File: src/hdl/hsfc_pkg.sv
// ----------------------------------------------------------------------------
// hsfc_pkg
// Types and constants shared by the half/single float converter files.
// ----------------------------------------------------------------------------
package hsfc_pkg;

   // Conversion direction carried in tuser.
   localparam logic DIR_WIDEN  = 1'b0;  // binary16 to binary32
   localparam logic DIR_NARROW = 1'b1;  // binary32 to binary16

   // Exponent difference between the two biases (127 - 15).
   localparam logic [7:0] BIAS_DELTA    = 8'd112;
   // Single exponents below this go to signed zero in half.
   localparam logic [7:0] NARROW_ZERO_LIM = 8'd102;
   // Single exponents at or below this give a half subnormal.
   localparam logic [7:0] NARROW_SUB_LIM  = 8'd112;
   // Single exponents at or above this overflow to half infinity.
   localparam logic [7:0] NARROW_INF_LIM  = 8'd143;
   // Shift base for half subnormals: 14 + 112.
   localparam logic [7:0] NARROW_SH_BASE  = 8'd126;

   localparam logic [7:0] SINGLE_EXP_MAX = 8'hFF;
   localparam logic [4:0] HALF_EXP_MAX   = 5'h1F;

   localparam int HALF_FRAC_W   = 10;
   localparam int SINGLE_FRAC_W = 23;
   localparam int SIG_W         = 24;

   typedef enum logic [1:0] {
      KIND_ZERO,
      KIND_SUB,
      KIND_SPECIAL,
      KIND_NORMAL
   } kind_type;

   // Word after classification.
   typedef struct packed {
      logic                  dir;
      logic                  sign;
      kind_type              kind;
      logic [7:0]            expo;
      logic [4:0]            shamt;
      logic [SIG_W-1:0]      mant;
   } cls_type;

   // Word after the fraction shift.
   typedef struct packed {
      logic                  dir;
      logic                  sign;
      logic [7:0]            expo;
      logic [HALF_FRAC_W-1:0] frac;
   } shf_type;

endpackage

File: src/hdl/hsfc_lzc.sv
// ----------------------------------------------------------------------------
// hsfc_lzc
// Leading-zero count of a 10-bit half fraction.
// ----------------------------------------------------------------------------
module hsfc_lzc (
   input  logic [9:0] value,
   output logic [3:0] count
);
   import hsfc_pkg::*;

   // The highest set bit wins; an all-zero value reports ten.
   always_comb begin
      count = 4'd10;
      for (int i = 0; i < HALF_FRAC_W; i++) begin
         if (value[i]) begin
            count = 4'(HALF_FRAC_W - 1 - i);
         end
      end
   end

endmodule

File: src/hdl/half_single_float_converter_unit.sv
// ----------------------------------------------------------------------------
// half_single_float_converter_unit
// Converts IEEE 754 values between binary16 and binary32 in a three-stage
// pipeline.
// ----------------------------------------------------------------------------
// Usage:
// Each word on the req channel carries a source value in req_tdata and the
// direction in req_tuser (0: half to single, 1: single to half). A half
// source uses bits 15..0; bits 31..16 are ignored. Every accepted word
// yields exactly one rsp word, in order. A half result sits in bits 15..0
// of rsp_tdata with the upper bits zero. Single to half truncates toward
// zero; overflow and single NaN become signed infinity, and values too
// small become signed zero.
// Classification, fraction shift and result assembly each end in a
// register, and a word passes the three registers in that order before
// rsp_tvalid rises. One word can enter every cycle while rsp_tready stays
// high. When the receiver holds rsp_tready low, each stage keeps its word
// and only the empty stages fill, so req_tready drops once all three
// stages hold words; nothing is lost or repeated. Reset empties the
// pipeline; the data registers are not cleared.
// ----------------------------------------------------------------------------
module half_single_float_converter_unit (
   input  logic        clock,
   input  logic        reset,
   input  logic        req_tvalid,
   output logic        req_tready,
   input  logic [31:0] req_tdata,   // [31:0] operand_bits
   input  logic        req_tuser,   // [0] req_type
   output logic        rsp_tvalid,
   input  logic        rsp_tready,
   output logic [31:0] rsp_tdata    // [31:0] result_bits
);
   import hsfc_pkg::*;

   // Stage valid bits and their ready chain.
   logic v1_ff, v2_ff, v3_ff;
   logic rdy1, rdy2, rdy3;

   cls_type     cls_in, cls_ff;
   shf_type     shf_in, shf_ff;
   logic [31:0] res_in, res_ff;

   logic [3:0]  lz;

   assign rdy3 = !v3_ff || rsp_tready;
   assign rdy2 = !v2_ff || rdy3;
   assign rdy1 = !v1_ff || rdy2;

   assign req_tready = rdy1;
   assign rsp_tvalid = v3_ff;
   assign rsp_tdata  = res_ff;

   // Leading zeros of a half fraction, used to normalize subnormals.
   hsfc_lzc u_lzc (
      .value (req_tdata[9:0]),
      .count (lz)
   );

   // Stage 1: classify the source and work out the target exponent and
   // the shift that the fraction still needs.
   always_comb begin
      logic [4:0] hex;
      logic [7:0] sex;
      hex = req_tdata[14:10];
      sex = req_tdata[30:23];

      cls_in       = '0;
      cls_in.dir   = req_tuser;
      if (req_tuser == DIR_WIDEN) begin
         cls_in.sign = req_tdata[15];
         cls_in.mant = {14'd0, req_tdata[9:0]};
         if (hex == 5'd0) begin
            if (req_tdata[9:0] == 10'd0) begin
               cls_in.kind = KIND_ZERO;
            end else begin
               // The fraction moves up until its top bit reaches the
               // hidden position; the exponent drops by the same amount.
               cls_in.kind  = KIND_SUB;
               cls_in.expo  = BIAS_DELTA - {4'd0, lz};
               cls_in.shamt = {1'b0, lz} + 5'd1;
            end
         end else if (hex == HALF_EXP_MAX) begin
            cls_in.kind = KIND_SPECIAL;
            cls_in.expo = SINGLE_EXP_MAX;
         end else begin
            cls_in.kind = KIND_NORMAL;
            cls_in.expo = {3'd0, hex} + BIAS_DELTA;
         end
      end else begin
         cls_in.sign = req_tdata[31];
         cls_in.mant = {1'b1, req_tdata[22:0]};
         if (sex < NARROW_ZERO_LIM) begin
            cls_in.kind = KIND_ZERO;
         end else if (sex <= NARROW_SUB_LIM) begin
            // Right shift of the full significand, 14 to 24 places.
            cls_in.kind  = KIND_SUB;
            cls_in.shamt = 5'(NARROW_SH_BASE - sex);
         end else if (sex >= NARROW_INF_LIM) begin
            cls_in.kind = KIND_SPECIAL;
            cls_in.expo = {3'd0, HALF_EXP_MAX};
         end else begin
            cls_in.kind = KIND_NORMAL;
            cls_in.expo = sex - BIAS_DELTA;
         end
      end
   end

   // Stage 2: produce the 10 fraction bits that both formats share.
   always_comb begin
      logic [SIG_W-1:0] lsh;
      logic [SIG_W-1:0] rsh;
      lsh = cls_ff.mant << cls_ff.shamt;
      rsh = cls_ff.mant >> cls_ff.shamt;

      shf_in.dir  = cls_ff.dir;
      shf_in.sign = cls_ff.sign;
      shf_in.expo = cls_ff.expo;
      unique case (cls_ff.kind)
         KIND_ZERO: begin
            shf_in.frac = '0;
         end
         KIND_SUB: begin
            shf_in.frac = (cls_ff.dir == DIR_WIDEN) ? lsh[9:0] : rsh[9:0];
         end
         KIND_SPECIAL: begin
            // Infinity and NaN keep their payload going up, lose it going down.
            shf_in.frac = (cls_ff.dir == DIR_WIDEN) ? cls_ff.mant[9:0] : '0;
         end
         KIND_NORMAL: begin
            shf_in.frac = (cls_ff.dir == DIR_WIDEN) ? cls_ff.mant[9:0]
                                                    : cls_ff.mant[22:13];
         end
         default: begin
            shf_in.frac = '0;
         end
      endcase
   end

   // Stage 3: pack the result word in the target format.
   always_comb begin
      if (shf_ff.dir == DIR_WIDEN) begin
         res_in = {shf_ff.sign, shf_ff.expo, shf_ff.frac, 13'd0};
      end else begin
         res_in = {16'd0, shf_ff.sign, shf_ff.expo[4:0], shf_ff.frac};
      end
   end

   always_ff @(posedge clock) begin
      if (reset) begin
         v1_ff <= 1'b0;
         v2_ff <= 1'b0;
         v3_ff <= 1'b0;
      end else begin
         if (rdy1) begin
            v1_ff <= req_tvalid;
         end
         if (rdy2) begin
            v2_ff <= v1_ff;
         end
         if (rdy3) begin
            v3_ff <= v2_ff;
         end
      end
   end

   always_ff @(posedge clock) begin
      if (rdy1 && req_tvalid) begin
         cls_ff <= cls_in;
      end
      if (rdy2 && v1_ff) begin
         shf_ff <= shf_in;
      end
      if (rdy3 && v2_ff) begin
         res_ff <= res_in;
      end
   end

endmodule
File: config.mk
export PLATFORM = sky130hd
export DESIGN_NAME = half_single_float_converter_unit
export DESIGN_NICKNAME = d
export VERILOG_FILES = /design/src/hdl/hsfc_pkg.sv /design/src/hdl/hsfc_lzc.sv /design/src/hdl/half_single_float_converter_unit.sv
export SDC_FILE = /design/constraint.sdc
export NUM_CORES = 1
export LEC_CHECK = 0
export ABC_AREA = 1
export ABC_CLOCK_PERIOD_IN_PS = 6050
export BUFFER_PORTS_ARGS = -buffer_cell sky130_fd_sc_hd__buf_4
export CAP_MARGIN = 20
export CORE_MARGIN = 4
export CORE_UTILIZATION = 63
export CTS_BUF_LIST = sky130_fd_sc_hd__clkbuf_16
export DETAILED_ROUTE_END_ITERATION = 10
export PLACE_DENSITY = 0.89
export SYNTH_ARGS = -nofsm -noshare
export SYNTH_HDL_FRONTEND = slang
export SYNTH_SLANG_ARGS = --single-unit
File: constraint.sdc
create_clock -name clock -period 6.05 [get_ports clock]
set_input_delay 0.9075 -clock clock [delete_from_list [all_inputs] [get_ports clock]]
set_output_delay 0.9075 -clock clock [all_outputs]
set_load 0.01 [all_outputs]
* Word-level counts from Yosys, hierarchy flattened
Cells that the tools add are included.
** Storage, ports and cells
- Bits in registers :: 96
- Latch bits :: 0
- RAM bits :: 0
- ROM bits :: 0
- Input port bits :: 37
- Output and inout bits :: 34
- Word-level logic and storage cells :: 70
- Memories kept :: 0
** Operators by class
- Add/sub/neg operators :: 5
- $mul :: 0
- Div/mod/pow operators :: 0
- Magnitude comparators :: 3
- Eq/ne operators :: 4
- Shifts and indexed selects :: 2
- Muxes and demuxes :: 27
- Bitwise operators :: 0
- Reductions and logical operators :: 12
** Operators by type and width (count)
- two-way mux 10 bit :: 4
- two-way mux 40 bit :: 1
- one-hot mux 10 bit (4 select lines) :: 1
- two-way mux 4 bit :: 8
- two-way mux 13 bit :: 2
- << shifter 24 x 5 -> 10 bit :: 1
- right shift 24 x 5 -> 10 bit :: 1
- two-way mux 9 bit :: 2
- two-way mux 16 bit :: 1
- logical NOT 10 bit :: 1
- two-way mux 5 bit :: 2
- adder 5 x 7 -> 8 bit, second input constant :: 1
- >= comparator 8 bit, second input constant :: 1
- <= comparator 8 x 7 -> 1 bit, second input constant :: 1
- less-than comparator 8 x 7 -> 1 bit, second input constant :: 1
- two-way mux 2 bit :: 4
- two-way mux 8 bit :: 1
- subtractor 7 x 4 -> 8 bit, first input constant :: 1
- subtractor 8 x 7 -> 8 bit, second input constant :: 1
- adder 4 x 1 -> 5 bit, second input constant :: 1
- == test 5 bit, second input constant :: 1
- logical NOT 5 bit :: 1
- subtractor 5 bit, first input constant :: 1
- == test 2 bit, second input constant :: 2
- 6 further kinds :: 12

* Longest topological paths before layout
- Depth after elaboration :: 14
- Gate-level depth with buffers :: 16
- Depth with buffers taken out :: 16

* By module
From an unflattened synthesis, not the netlist that was laid out.
** Second synthesis, totals
- Cells, all modules :: 676
- Area total of the unflattened synthesis :: 5529.1 um2
** Modules (own cells, without submodules)
- half_single_float_converter_unit :: times used 1, cells each 650, area an instance 5416.4 um2
- hsfc_lzc :: times used 1, cells each 26, area an instance 112.6 um2

* Worst setup path before layout
OpenSTA, ideal clock, no wires.
- Kind :: input to register
- Start point :: input rsp_tready
- End point :: register res_ff[0], in the netlist rsp_tdata[0] (enable)
- Library setup time :: 0.432 ns
- Data arrival time :: 2.521 ns
- Data required time :: 5.618 ns
- Slack :: 3.097 ns
- Stages :: 2
- Path buffers :: 0
- Path through :: inv_1 a21oi_1
** On the way
- Word-level cells in the longest chain between the ends :: 2
** Ends and longest elaborated chain
- from (decl) :: RTL line half_single_float_converter_unit.sv:30 : input logic rsp_tready,
- logical OR 1 bit :: RTL line half_single_float_converter_unit.sv:45 : assign rdy3 = !v3_ff || rsp_tready;
- logical AND 1 bit :: RTL line half_single_float_converter_unit.sv:173 : if (rdy3 && v2_ff) begin
- to (signal assigned) :: RTL line half_single_float_converter_unit.sv:174 : res_ff <= res_in;
- to (decl) :: RTL line half_single_float_converter_unit.sv:41 : logic [31:0] res_in, res_ff;
No other way between the ends.
A chain may end at the register's enable or synchronous reset.

==> flow_summary.json <==
{
  "final-setup-viol-count": 0,
  "cts_hold_buf": 0,
  "cts_resized": 0,
  "worst_slew_pin_slew_ns": 1.06,
  "start_util_pct": 64.1,
  "fp-row-count": 34,
  "finalPower_mw": 1.60,
  "critPathArrivalTime_ns": 2.71,
  "drv_cap": 0,
  "p_per_area_mw_per_mm2": 250,
  "min_path_type": "register to register",
  "ys_seq_area_share_pct": 50.7,
  "r2r.worst_path.cells": 10,
  "vias": 4953,
  "first_pass_iters": 7,
  "antenna_found_initial": 0,
  "final_antenna_net_count": 0,
  "outcome": "finished clean",
  "synth_warnings": 0,
  "wl_per_cell_um": 16.4,
  "die-area_mm2": 0.0104,
  "p_int_mw": 1.17,
  "p_seq_share_pct": 49.0,
  "n_fill_cell": 627,
  "path_clk_slew_ns": 0.07,
  "synth_seq_cells": 95,
  "h-tree-depth": 3,
  "p_leak_nw": 3.08,
  "p_clk_share_pct": 37.2,
  "slowest_stage": "edfxtp_1",
  "place_congestion": 1.02,
  "vias_per_cell": 5.76,
  "critPathKind": "register to register",
  "cts.sinks": 95,
  "syn-cell-area_mm2": 0.00557,
  "io_buffers": 70,
  "clk_latency_ns": 0.34,
  "grt_start_max_net_pins": 48,
  "hpwl_um": 10500,
  "async_flop_share_pct": 0,
  "tritoncts": "yes",
  "fmax_mhz": 383,
  "grt_usage_pct": 27.7,
  "root_buffer": "clkbuf_16",
  "crit_path_max_incr_delay_ns": 0.93,
  "synth_top_area_cell": "edfxtp_1",
  "synthToLayoutAreaGrowth_pct": 15.1,
  "peakVddDrop_uv": 172,
  "syn_area_per_cell_um2": 8.05,
  "min_path_cells": 0,
  "fin_crit_sh_pct": 43.2,
  "grt_overflow": 0,
  "final_hold_viol_count": 0,
  "num_io_pins": 71,
  "tns_ns": 0,
  "fp.dieW_um": 102,
  "synthesis.nets": 735,
  "drc_errors": 0,
  "post_cts_buffers": 0,
  "synth_area_leaders": "edfxtp_1 50%, nand2_1 16%, inv_1 7.4%",
  "worst-path-max-fanout": 39,
  "power_switching_mw": 0.431,
  "finClkSkew_ns": 0.00982,
  "coreArea_mm2": 0.00868,
  "synthFlopType": "edfxtp_1",
  "numCtsBuffers": 9,
  "fp.dieH_um": 102,
  "synth.top_cell.area_share_pct": 49.6,
  "switching_share_pct": 26.9,
  "maxSlewHeadroom_pct": 29.2,
  "diodes": 0,
  "synthTopCellsByCount": "235 x nand2_1, 109 x inv_1, 92 x edfxtp_1, 57 x nand3_1, 38 x nor2_1",
  "ys_types": 37,
  "path_common_cell": "nand2_1",
  "yosysMostFrequentCell": "nand2_1",
  "end_kind": "register",
  "grt_pass1_vias": 4622,
  "cp_data_required_time_ns": 6.14,
  "clock_path_buffers": 2,
  "drive_above_1_share_pct": 13.4,
  "combPwrFrac_pct": 13.8,
  "nets": 791,
  "wl_um": 14100,
  "grt_pass1_wl_um": 22400,
  "drv_slew": 0,
  "netlist_instances": 691,
  "drtIter0Drc": 558,
  "cp-start-kind": "register",
  "path_cells": "inv_2 > nand2_1 > o211ai_1 > o21bai_1 > nand3_1 > nand2_1 > nand2_1 > o21ai_1 > nand2_1 > nand2_1",
  "fin_crit_ns": 2.61,
  "rsz0062_at_grt": "no",
  "synth_edf_count": 92
}
## through the flow
stage	setup WS, ns	cells	util (%)	cell area, µm²	hold slack, ns
6_report	3.44	860	73.8	6400	0.418
5_1_grt	3.19	860	73.8	6400	0.426
4_1_cts	3.50	860	73.8	6400	0.418
3_5_place_dp	3.51	844	70.1	6080	0.405
3_3_place_gp	3.51	844	70.1	6080	0.403
2_1_floorplan	3.10	691	-	5570	0.400
## state kept, by name, summed over array words and instances (netlist names)
signal and cells:
cls_ff 40, shf_ff 20, v1_ff 1, rsp_tvalid 1, rsp_tdata 32, v2_ff 1
## final timing paths
kind,to,slack [ns],start
max,shf_ff[0]$_DFFE_PP_,3.44,cls_ff[25]$_DFFE_PP_
min,shf_ff[11]$_DFFE_PP_,0.42,cls_ff[30]$_DFFE_PP_
max reg2reg,shf_ff[0]$_DFFE_PP_,3.44,cls_ff[25]$_DFFE_PP_
min reg2reg,shf_ff[11]$_DFFE_PP_,0.42,cls_ff[30]$_DFFE_PP_
## routing by layer
layer	up-vias	track usage [%]	routed length (µm)	share of wire (%)
met5	-	0	0	0
met4	0	12.1	549	3.9
met3	45	4.30	1490	11
met2	278	44.6	6550	47
met1	2256	37.5	5470	39
li1	2374	-	-	-
## cell type report
class                      count  area (µm²)  area share, %
sequential                    95        2820           44.1
multi-input combinational    457        2150           33.6
timing repair buffer          74         556           8.68
inverter                     110         413           6.45
clock buffer                   9         225           3.52
tap                          108         135           2.11
clock inverter                 7        97.6           1.52
## cell usage in the layout (no fill, tap or decap), drive strengths merged, types with 2 or more instances in the layout
cell type  Yosys  layout
buf           20      74
nand3b         2       2
xor2           2       2
xnor2          3       3
inv          110     113
o21ai         28      28
a31oi         10      10
o211ai        21      21
nand3         57      57
ha             7       7
nor2          41      41
o31ai          2       2
o22ai          3       3
clkinv         0       3
clkbuf         9       9
and2           3       3
nand2        235     235
nor3          11      11
a21oi         23      23
o21a           2       2
edfxtp        92      92
dfxtp          3       3
## worst max-delay path, delay by kind of cell, from the launching register on
kind | cells | cell delay (ns)
DFF | 1 | 0.93
and+or+nand+nor | 6 | 0.55
buffers and inverters | 1 | 0.50
AOI/OAI and AO/OA | 3 | 0.37
## power groups by stage
stage / Clock (mW) / Combinational [mW] / Sequential [mW]
after CTS: 0.606 / 0.217 / 0.784
after global placement: 0 / 0.212 / 0.798
after global routing: 0.634 / 0.245 / 0.788
after detailed placement: 0 / 0.216 / 0.799
final: 0.597 / 0.221 / 0.785
after floorplan: 0 / 0.151 / 0.786
## cells by family (layout without fill, tap and decap cells)
family                     after synthesis  after routing  share of synthesized area [%]
xor gates and xnor gates                 5              5                          0.787
AOI/OAI and AO/OA                       93             93                           10.4
DFF                                     95             95                           50.7
muxes                                    1              1                          0.180
adders and majority gates                7              7                           1.57
and+or+nand+nor                        351            351                           25.7
buffers and inverters                  139            200                           10.6
(Power assumes the default switching activity.)
